[src/design/lz78e_pkg.sv]
// ============================================================================
// LZ78 encoder package
// Shared constants and types for the LZ78 dictionary encoder and its cells.
// ============================================================================
`default_nettype none

package lz78e_pkg;

    localparam int DICT_ENTRIES = 128;
    localparam int IDX_W        = $clog2(DICT_ENTRIES);
    localparam int BYTE_W       = 8;
    localparam int TDATA_IN_W   = ((BYTE_W + 7) / 8) * 8;
    localparam int TDATA_OUT_W  = ((IDX_W + BYTE_W + 7) / 8) * 8;

    // Index of the last entry that may be filled; entry 0 is the root.
    localparam logic [IDX_W-1:0] LAST_ENTRY = IDX_W'(DICT_ENTRIES - 1);

    typedef enum logic [0:0] {
        ST_IDLE,
        ST_UPDATE
    } state_t;

    // Broadcast from the controller to every dictionary cell.
    typedef struct packed {
        logic              search;
        logic [IDX_W-1:0]  node;
        logic [BYTE_W-1:0] data;
        logic [IDX_W-1:0]  count;
        logic              wr_en;
        logic [IDX_W-1:0]  wr_idx;
        logic [IDX_W-1:0]  wr_prefix;
        logic [BYTE_W-1:0] wr_byte;
    } cell_bus_t;

endpackage

`default_nettype wire

[src/design/lz78e_cell.sv]
// ============================================================================
// LZ78 dictionary cell
// Holds one dictionary entry, compares it against the search key and merges
// its index into the hit index passed along the row.
// ============================================================================
`default_nettype none

module lz78e_cell (
    input  wire logic                           clk,
    input  wire logic                           rst_n,
    input  wire logic [lz78e_pkg::IDX_W-1:0]    cell_idx,
    input  wire lz78e_pkg::cell_bus_t           bus,
    input  wire logic [lz78e_pkg::IDX_W-1:0]    hit_in,
    output logic [lz78e_pkg::IDX_W-1:0]         hit_out,
    output logic                                match
);

    logic [lz78e_pkg::IDX_W-1:0]  prefix_reg;
    logic [lz78e_pkg::BYTE_W-1:0] byte_reg;
    logic                         match_reg;
    logic                         match_next;
    logic                         live;

    // Only entries 1..count hold phrases of the current stream.
    assign live = (cell_idx <= bus.count);

    assign match_next = live && (prefix_reg == bus.node) && (byte_reg == bus.data);

    always_ff @(posedge clk or negedge rst_n)
    begin
        if (!rst_n)
        begin
            match_reg <= 1'b0;
        end
        else if (bus.search)
        begin
            match_reg <= match_next;
        end
    end

    always_ff @(posedge clk)
    begin
        if (bus.wr_en && (bus.wr_idx == cell_idx))
        begin
            prefix_reg <= bus.wr_prefix;
            byte_reg   <= bus.wr_byte;
        end
    end

    // Dictionary pairs are unique, so at most one cell matches and an OR
    // merge along the row yields the hit index.
    assign hit_out = hit_in | (match_reg ? cell_idx : '0);
    assign match   = match_reg;

endmodule

`default_nettype wire

[src/design/lz78_dictionary_encoder.sv]
// ============================================================================
// LZ78 dictionary encoder
// Row of dictionary cells searched in parallel with a small update controller.
// ============================================================================
// A byte is accepted only in the idle state. The cells compare on the accept edge, and
// the update state then writes the entry, updates the node and registers any token,
// after which the encoder returns to idle and can take the next byte.
// A byte that produces a token holds its update cycle while an earlier token is unread.
// Reset clears the state, node, entry count and output valid; entry contents
// are not cleared, since the count alone decides which cells are searched.
`default_nettype none

module lz78_dictionary_encoder (
    input  wire logic                                   clk,
    input  wire logic                                   rst_n,
    input  wire logic                                   s_tvalid,
    output logic                                        s_tready,
    // [7:0] data_byte
    input  wire logic [lz78e_pkg::TDATA_IN_W-1:0]       s_tdata,
    input  wire logic                                   s_tlast,
    output logic                                        m_tvalid,
    input  wire logic                                   m_tready,
    // [6:0] prefix_index, [14:7] next_byte, [15] zero
    output logic [lz78e_pkg::TDATA_OUT_W-1:0]           m_tdata,
    // [0] has_byte
    output logic                                        m_tuser,
    output logic                                        m_tlast
);

    localparam int D = lz78e_pkg::DICT_ENTRIES;
    localparam int W = lz78e_pkg::IDX_W;
    localparam int B = lz78e_pkg::BYTE_W;

    lz78e_pkg::state_t state_reg, state_next;

    logic [W-1:0] node_reg, node_next;
    logic [W-1:0] count_reg, count_next;
    logic [B-1:0] byte_reg;
    logic         last_reg;

    logic         out_valid_reg, out_valid_next;
    logic [W-1:0] out_prefix_reg;
    logic [B-1:0] out_byte_reg;
    logic         out_has_reg;
    logic         out_eos_reg;

    logic         accept;
    logic         hit;
    logic         need_out;
    logic         upd_go;
    logic         wr_en;
    logic [W-1:0] hit_idx;

    lz78e_pkg::cell_bus_t bus;

    logic [W-1:0] hit_chain [0:D-1];
    logic [D-1:0] match_vec;

    assign accept = s_tvalid && s_tready;

    // ------------------------------------------------------------------------
    // Cell row
    // ------------------------------------------------------------------------
    assign hit_chain[0] = '0;
    assign match_vec[0] = 1'b0;

    genvar k;
    generate
        for (k = 1; k < D; k++)
        begin : g_cell
            lz78e_cell u_cell (
                .clk      (clk),
                .rst_n    (rst_n),
                .cell_idx (W'(k)),
                .bus      (bus),
                .hit_in   (hit_chain[k-1]),
                .hit_out  (hit_chain[k]),
                .match    (match_vec[k])
            );
        end
    endgenerate

    assign hit_idx  = hit_chain[D-1];
    assign hit      = (hit_idx != '0);
    assign need_out = !hit || last_reg;
    assign upd_go   = (state_reg == lz78e_pkg::ST_UPDATE)
                      && (!need_out || !out_valid_reg || m_tready);
    assign wr_en    = upd_go && !hit && (count_reg < lz78e_pkg::LAST_ENTRY);

    always_comb
    begin
        bus.search    = accept;
        bus.node      = node_reg;
        bus.data      = s_tdata[B-1:0];
        bus.count     = count_reg;
        bus.wr_en     = wr_en;
        bus.wr_idx    = count_reg + W'(1);
        bus.wr_prefix = node_reg;
        bus.wr_byte   = byte_reg;
    end

    // ------------------------------------------------------------------------
    // Controller
    // ------------------------------------------------------------------------
    always_comb
    begin
        state_next = state_reg;
        case (state_reg)
            lz78e_pkg::ST_IDLE:
            begin
                if (accept)
                begin
                    state_next = lz78e_pkg::ST_UPDATE;
                end
            end
            lz78e_pkg::ST_UPDATE:
            begin
                if (upd_go)
                begin
                    state_next = lz78e_pkg::ST_IDLE;
                end
            end
            default:
            begin
                state_next = lz78e_pkg::ST_IDLE;
            end
        endcase
    end

    always_comb
    begin
        s_tready = 1'b0;
        case (state_reg)
            lz78e_pkg::ST_IDLE:   s_tready = 1'b1;
            lz78e_pkg::ST_UPDATE: s_tready = 1'b0;
            default:              s_tready = 1'b0;
        endcase
    end

    always_comb
    begin
        node_next  = node_reg;
        count_next = count_reg;
        if (upd_go)
        begin
            if (last_reg)
            begin
                node_next  = '0;
                count_next = '0;
            end
            else
            begin
                node_next = hit ? hit_idx : '0;
                if (wr_en)
                begin
                    count_next = count_reg + W'(1);
                end
            end
        end
    end

    always_comb
    begin
        out_valid_next = out_valid_reg;
        if (upd_go && need_out)
        begin
            out_valid_next = 1'b1;
        end
        else if (m_tready)
        begin
            out_valid_next = 1'b0;
        end
    end

    always_ff @(posedge clk or negedge rst_n)
    begin
        if (!rst_n)
        begin
            state_reg     <= lz78e_pkg::ST_IDLE;
            node_reg      <= '0;
            count_reg     <= '0;
            out_valid_reg <= 1'b0;
        end
        else
        begin
            state_reg     <= state_next;
            node_reg      <= node_next;
            count_reg     <= count_next;
            out_valid_reg <= out_valid_next;
        end
    end

    always_ff @(posedge clk)
    begin
        if (accept)
        begin
            byte_reg <= s_tdata[B-1:0];
            last_reg <= s_tlast;
        end
        if (upd_go && need_out)
        begin
            // A final byte that extends a phrase flushes it without a byte.
            out_prefix_reg <= hit ? hit_idx : node_reg;
            out_byte_reg   <= hit ? '0 : byte_reg;
            out_has_reg    <= !hit;
            out_eos_reg    <= last_reg;
        end
    end

    assign m_tvalid = out_valid_reg;
    assign m_tdata  = lz78e_pkg::TDATA_OUT_W'({out_byte_reg, out_prefix_reg});
    assign m_tuser  = out_has_reg;
    assign m_tlast  = out_eos_reg;

    // ------------------------------------------------------------------------
    // Assertions
    // ------------------------------------------------------------------------
    a_accept_to_update: assert property (@(posedge clk) disable iff (!rst_n)
        accept |=> (state_reg == lz78e_pkg::ST_UPDATE))
        else $error("accepted byte did not move to the update cycle");

    a_single_match: assert property (@(posedge clk) disable iff (!rst_n)
        (state_reg == lz78e_pkg::ST_UPDATE) |-> $onehot0(match_vec))
        else $error("more than one dictionary cell matched");

    a_count_bound: assert property (@(posedge clk) disable iff (!rst_n)
        count_reg <= lz78e_pkg::LAST_ENTRY)
        else $error("entry count beyond dictionary size");

    a_clear_after_last: assert property (@(posedge clk) disable iff (!rst_n)
        (upd_go && last_reg) |=> ((count_reg == '0) && (node_reg == '0)))
        else $error("dictionary not cleared after the last byte");

endmodule

`default_nettype wire

[config.mk]
export PLATFORM = sky130hd
export DESIGN_NAME = lz78_dictionary_encoder
export DESIGN_NICKNAME = d
export VERILOG_FILES = /design/src/design/lz78e_pkg.sv /design/src/design/lz78e_cell.sv /design/src/design/lz78_dictionary_encoder.sv
export SDC_FILE = /design/constraint.sdc
export NUM_CORES = 2
export LEC_CHECK = 0
export ABC_CLOCK_PERIOD_IN_PS = 31600
export BUFFER_PORTS_ARGS = -buffer_cell sky130_fd_sc_hd__clkbuf_2
export CAP_MARGIN = 5
export CELL_PAD_IN_SITES_DETAIL_PLACEMENT = 0
export CELL_PAD_IN_SITES_GLOBAL_PLACEMENT = 1
export CORE_AREA = 2 2 476 478
export CTS_BUF_LIST = sky130_fd_sc_hd__clkbuf_4 sky130_fd_sc_hd__clkbuf_8
export DETAILED_ROUTE_END_ITERATION = 10
export DIE_AREA = 0 0 478 480
export PLACE_DENSITY = 0.85
export SLEW_MARGIN = 0
export SYNTH_ARGS = -nofsm -noshare
export SYNTH_HDL_FRONTEND = slang
export SYNTH_HIERARCHICAL = 1
export SYNTH_SLANG_ARGS = --single-unit
[constraint.sdc]
create_clock -name clk -period 31.6 [get_ports clk]
set_input_delay 7.9 -clock clk [delete_from_list [all_inputs] [get_ports clk]]
set_output_delay 7.9 -clock clk [all_outputs]
set_load 0.005 [all_outputs]
==> parameters.txt <==
Parameter                              Value

Floorplan
  I/O pin count ... 33
  Die ar. ... between 0.2 and 0.25 sq mm
  X dimension of the die ... 478 microns
  FP Rows ... 174
  Initial Util ... a little over half
  Core region area ... 0.224 sq mm
  Die Y ... 480 microns

Worst setup path
  Standard cell with the maximum stage delay on the critical path ... nor2_1
  Worst Setup End Kind ... register
  Crit path buffers/inverters ... 1
  Critical path's largest stage delay ... 950 ps
  Critical Path Start Type ... register
  Cell type with the highest occurrence count on the critical path ... a21o_1
  Critical-path maximum fanout ... 105
  Critical path required time ... 32240 ps
  Worst Path Class, Setup ... register to register
  Crit path max-delay family ... compound AO/OA/AOI/OAI gates
  Arrival @ worst endpoint ... 24460 ps

STA
  Fin crit share ... 75.4%
  Time the final worst path needs with I/O delays and setup ... 23820 ps
  Transition at the pin with the smallest max-transition slack ... 1250 ps
  Final Setup Violations ... 0
  Final clock skew ... 104 ps
  Worst Setup Slack, final ... between 7000 and 8000 ps
  Relative slew slack ... 16.7%
  Highest Clock Rate ... 0.0420 GHz
  Final Hold Viols ... 0
  Total Negative Setup Slacks ... 0 ps
  Number of max-slew violations in the final report ... 0
  Unrepaired setup endpoints after global routing ... no

Detailed routing
  First-pass detailed-route iteration total ... 6
  # DRC ... 0
  Routed via count divided by cell count ... around 5.2
  Antenna-violating nets left ... 0
  Detailed-route wire length per cell ... 19.8 microns
  Top Layer Used ... met5
  DRT Wirelength ... 329000 microns
  WL met3 ... 22200 microns
  Metal1 wirelength ... 137000 microns
  Via total after detailed routing ... 85763
  Number of violations reported at the end of detailed-routing iteration 0 ... 6040
  Routed wl met2 ... approximately 160000 microns

Power and ir drop
  Largest voltage drop on the vdd net ... 0.0558 mV
  Power per standard cell area ... 43.3 mW/mm^2
  Leakage ... roughly 55 nW

CTS
  Clock tree root buffer cell ... clkbuf_8
  Bufs on Longest Clock Path ... 4
  Post-CTS Repair Setup Buffers ... 0
  Number of levels the H-tree was split into ... 5
  Clk slew on worst S/H paths ... 60 ps
  Number of clock sinks ... 2074
  Later-pin clock latency in the skew report ... 1120 ps
  TritonCTS Buffers ... between 300 and 400
  Hold-fix buffer count after cts ... 0
  Post-cts repair resize count ... 0
  Clock tree from TritonCTS ... built

Logic synthesis
  Proportion of synthesized chip area in sequential cells ... about half
  Number of synthesized flops with an enable pin ... 1931
  Ranking of synthesized cells by area ... edfxtp_1 47%, xnor2_1 20%, ha_1 9.1%, a21o_1 5.5%, nand4_1 4.5%
  Most used flip-flop cell after synthesis ... edfxtp_1
  Mapped Area ... about 0.12 sq mm
  Library cells used by synthesis ... between 40 and 50
  Synthesized netlist cell count ... 10279
  Average cell area after synthesis ... approximately 12 sq um
  Synthesis Warnings ... 6
  Post-synthesis sequential element count ... 2074
  Area fraction of the dominant cell type after synthesis ... 47.3%
  Share of synthesized flip-flops with an asynchronous set or reset ... 6.89%
  Cell accounting for the most synthesized area ... edfxtp_1

Cells and area
  Sequential cell area ... 0.0616 sq mm
  Commonest non-fill, non-tap cell in the layout ... xnor2_1
  Final standard cell area without fillers ... 0.145 sq mm
  Core occupancy in the finished layout ... between 60 and 70%
  Fill cell instance count of the final layout ... between 15000 and 20000
  Max reg flops ... between 1000 and 1500
  Area added between synthesis and finish ... 17.8%
  Share of cells above drive strength 1 ... between 5 and 6%
  Combined area of the multi-input logic cells ... 0.0669 sq mm
  NumNets Final ... between 10000 and 15000
  Most frequent cells in the layout ... 2794 x xnor2_1, 2675 x conb_1, 1931 x edfxtp_1
  Final instance count without filler cells ... 16600

GRT
  Total track usage ... 28.6%
  Vias in the first global route ... between 80000 and 90000
  Global route overflow ... 0
  Initial antenna violation count ... 4
  Maximum number of pins on one net before global-route repair ... 106
  First-pass GRT wire length ... 501000 microns

Outcome
  Outcome ... finished, final reports clean

Placement
  DP HPWL ... 189000 microns
  Standard cell area after detailed placement ... roughly 0.14 sq mm
  Number of port buffers ... 31
  Setup slack after placement ... ~7800 ps
  Placed Cells incl. Taps ... 15977
  Global placement routability congestion ... about 0.8

Worst hold path
  Path class of the lowest-slack min-delay path ... register to register

Job
  Number of max-cap violations ... 0
==> cell type report <==
cell class / count / area share, %
multi-input combinational: 9727 / 46.3
clock buffer: 471 / 4.07
sequential: 2074 / 42.6
clock inverter: 149 / 0.744
inverter: 1020 / 2.65
timing repair buffer: 164 / 1.02
antenna: 3 / 0.00519
tap: 2992 / 2.59
==> kinds of logic (layout without fill, tap and decap cells) <==
family	count (synthesis)	in the layout	synth area share, %
DFF	2074	2074	50.2
and+or+nand+nor	1554	1554	7.41
buffers and inverters	1151	1804	3.53
muxes	1	1	0.00918
adders and majority gates	890	890	9.08
AOI/OAI and AO/OA	1808	1808	9.80
other	2	2678	0.00612
xor gates and xnor gates	2799	2799	20.0
==> synthesized netlist by cell type (all sizes together), types with 2 or more instances <==
cell,instances
dfrtp,143
o311ai,2
o21ai,129
nand3,134
a21oi,509
a22o,136
edfxtp,1931
xnor2,2798
nor2,130
clkbuf,127
nor4,128
buf,4
and3,10
inv,1020
a21o,897
o211ai,2
o22ai,127
nand3b,127
o41ai,3
ha,890
conb,2
nand2,131
nand4,890
==> report_power, final <==
part	leakage (nW)	internal, mW	switching, mW
logic	31.4	0.300	0.497
clock network	3.67	1.33	1.07
registers	19.5	3.04	0.0265
total	54.6	4.67	1.59
==> per-stage QoR <==
stage               power [mW]  hold WS, ps
detailed placement        3.90          653
finish                    6.26          664
floorplan                 3.71          555
global placement          3.87          631
global route              6.51          692
CTS                       6.29          665
==> final timing paths <==
kind / slack [ps] / from / to / depth (start not counted)
max in group asynchronous: 23530 / rst_n / count_reg[4] / 2
min in group asynchronous: 6780 / rst_n / g_cell[107].u_cell/match / 1
min: 660 / g_cell[29].u_cell/match / g_cell[29].u_cell/match / 1
max: 7780 / g_cell[1].u_cell/match / g_cell[24].u_cell/prefix_reg[3] / 133
max reg2reg: 7780 / g_cell[1].u_cell/match / g_cell[24].u_cell/prefix_reg[3] / 133
min reg2reg: 660 / g_cell[29].u_cell/match / g_cell[29].u_cell/match / 1
==> metal layers <==
layer  track usage (%)  vias up
li1                  -    40825
met1              37.5    41599
met2              49.4     2739
met3              3.76      598
met4              8.61        2
met5                 0        -
Note: power is estimated with default switching activity, not from simulation.
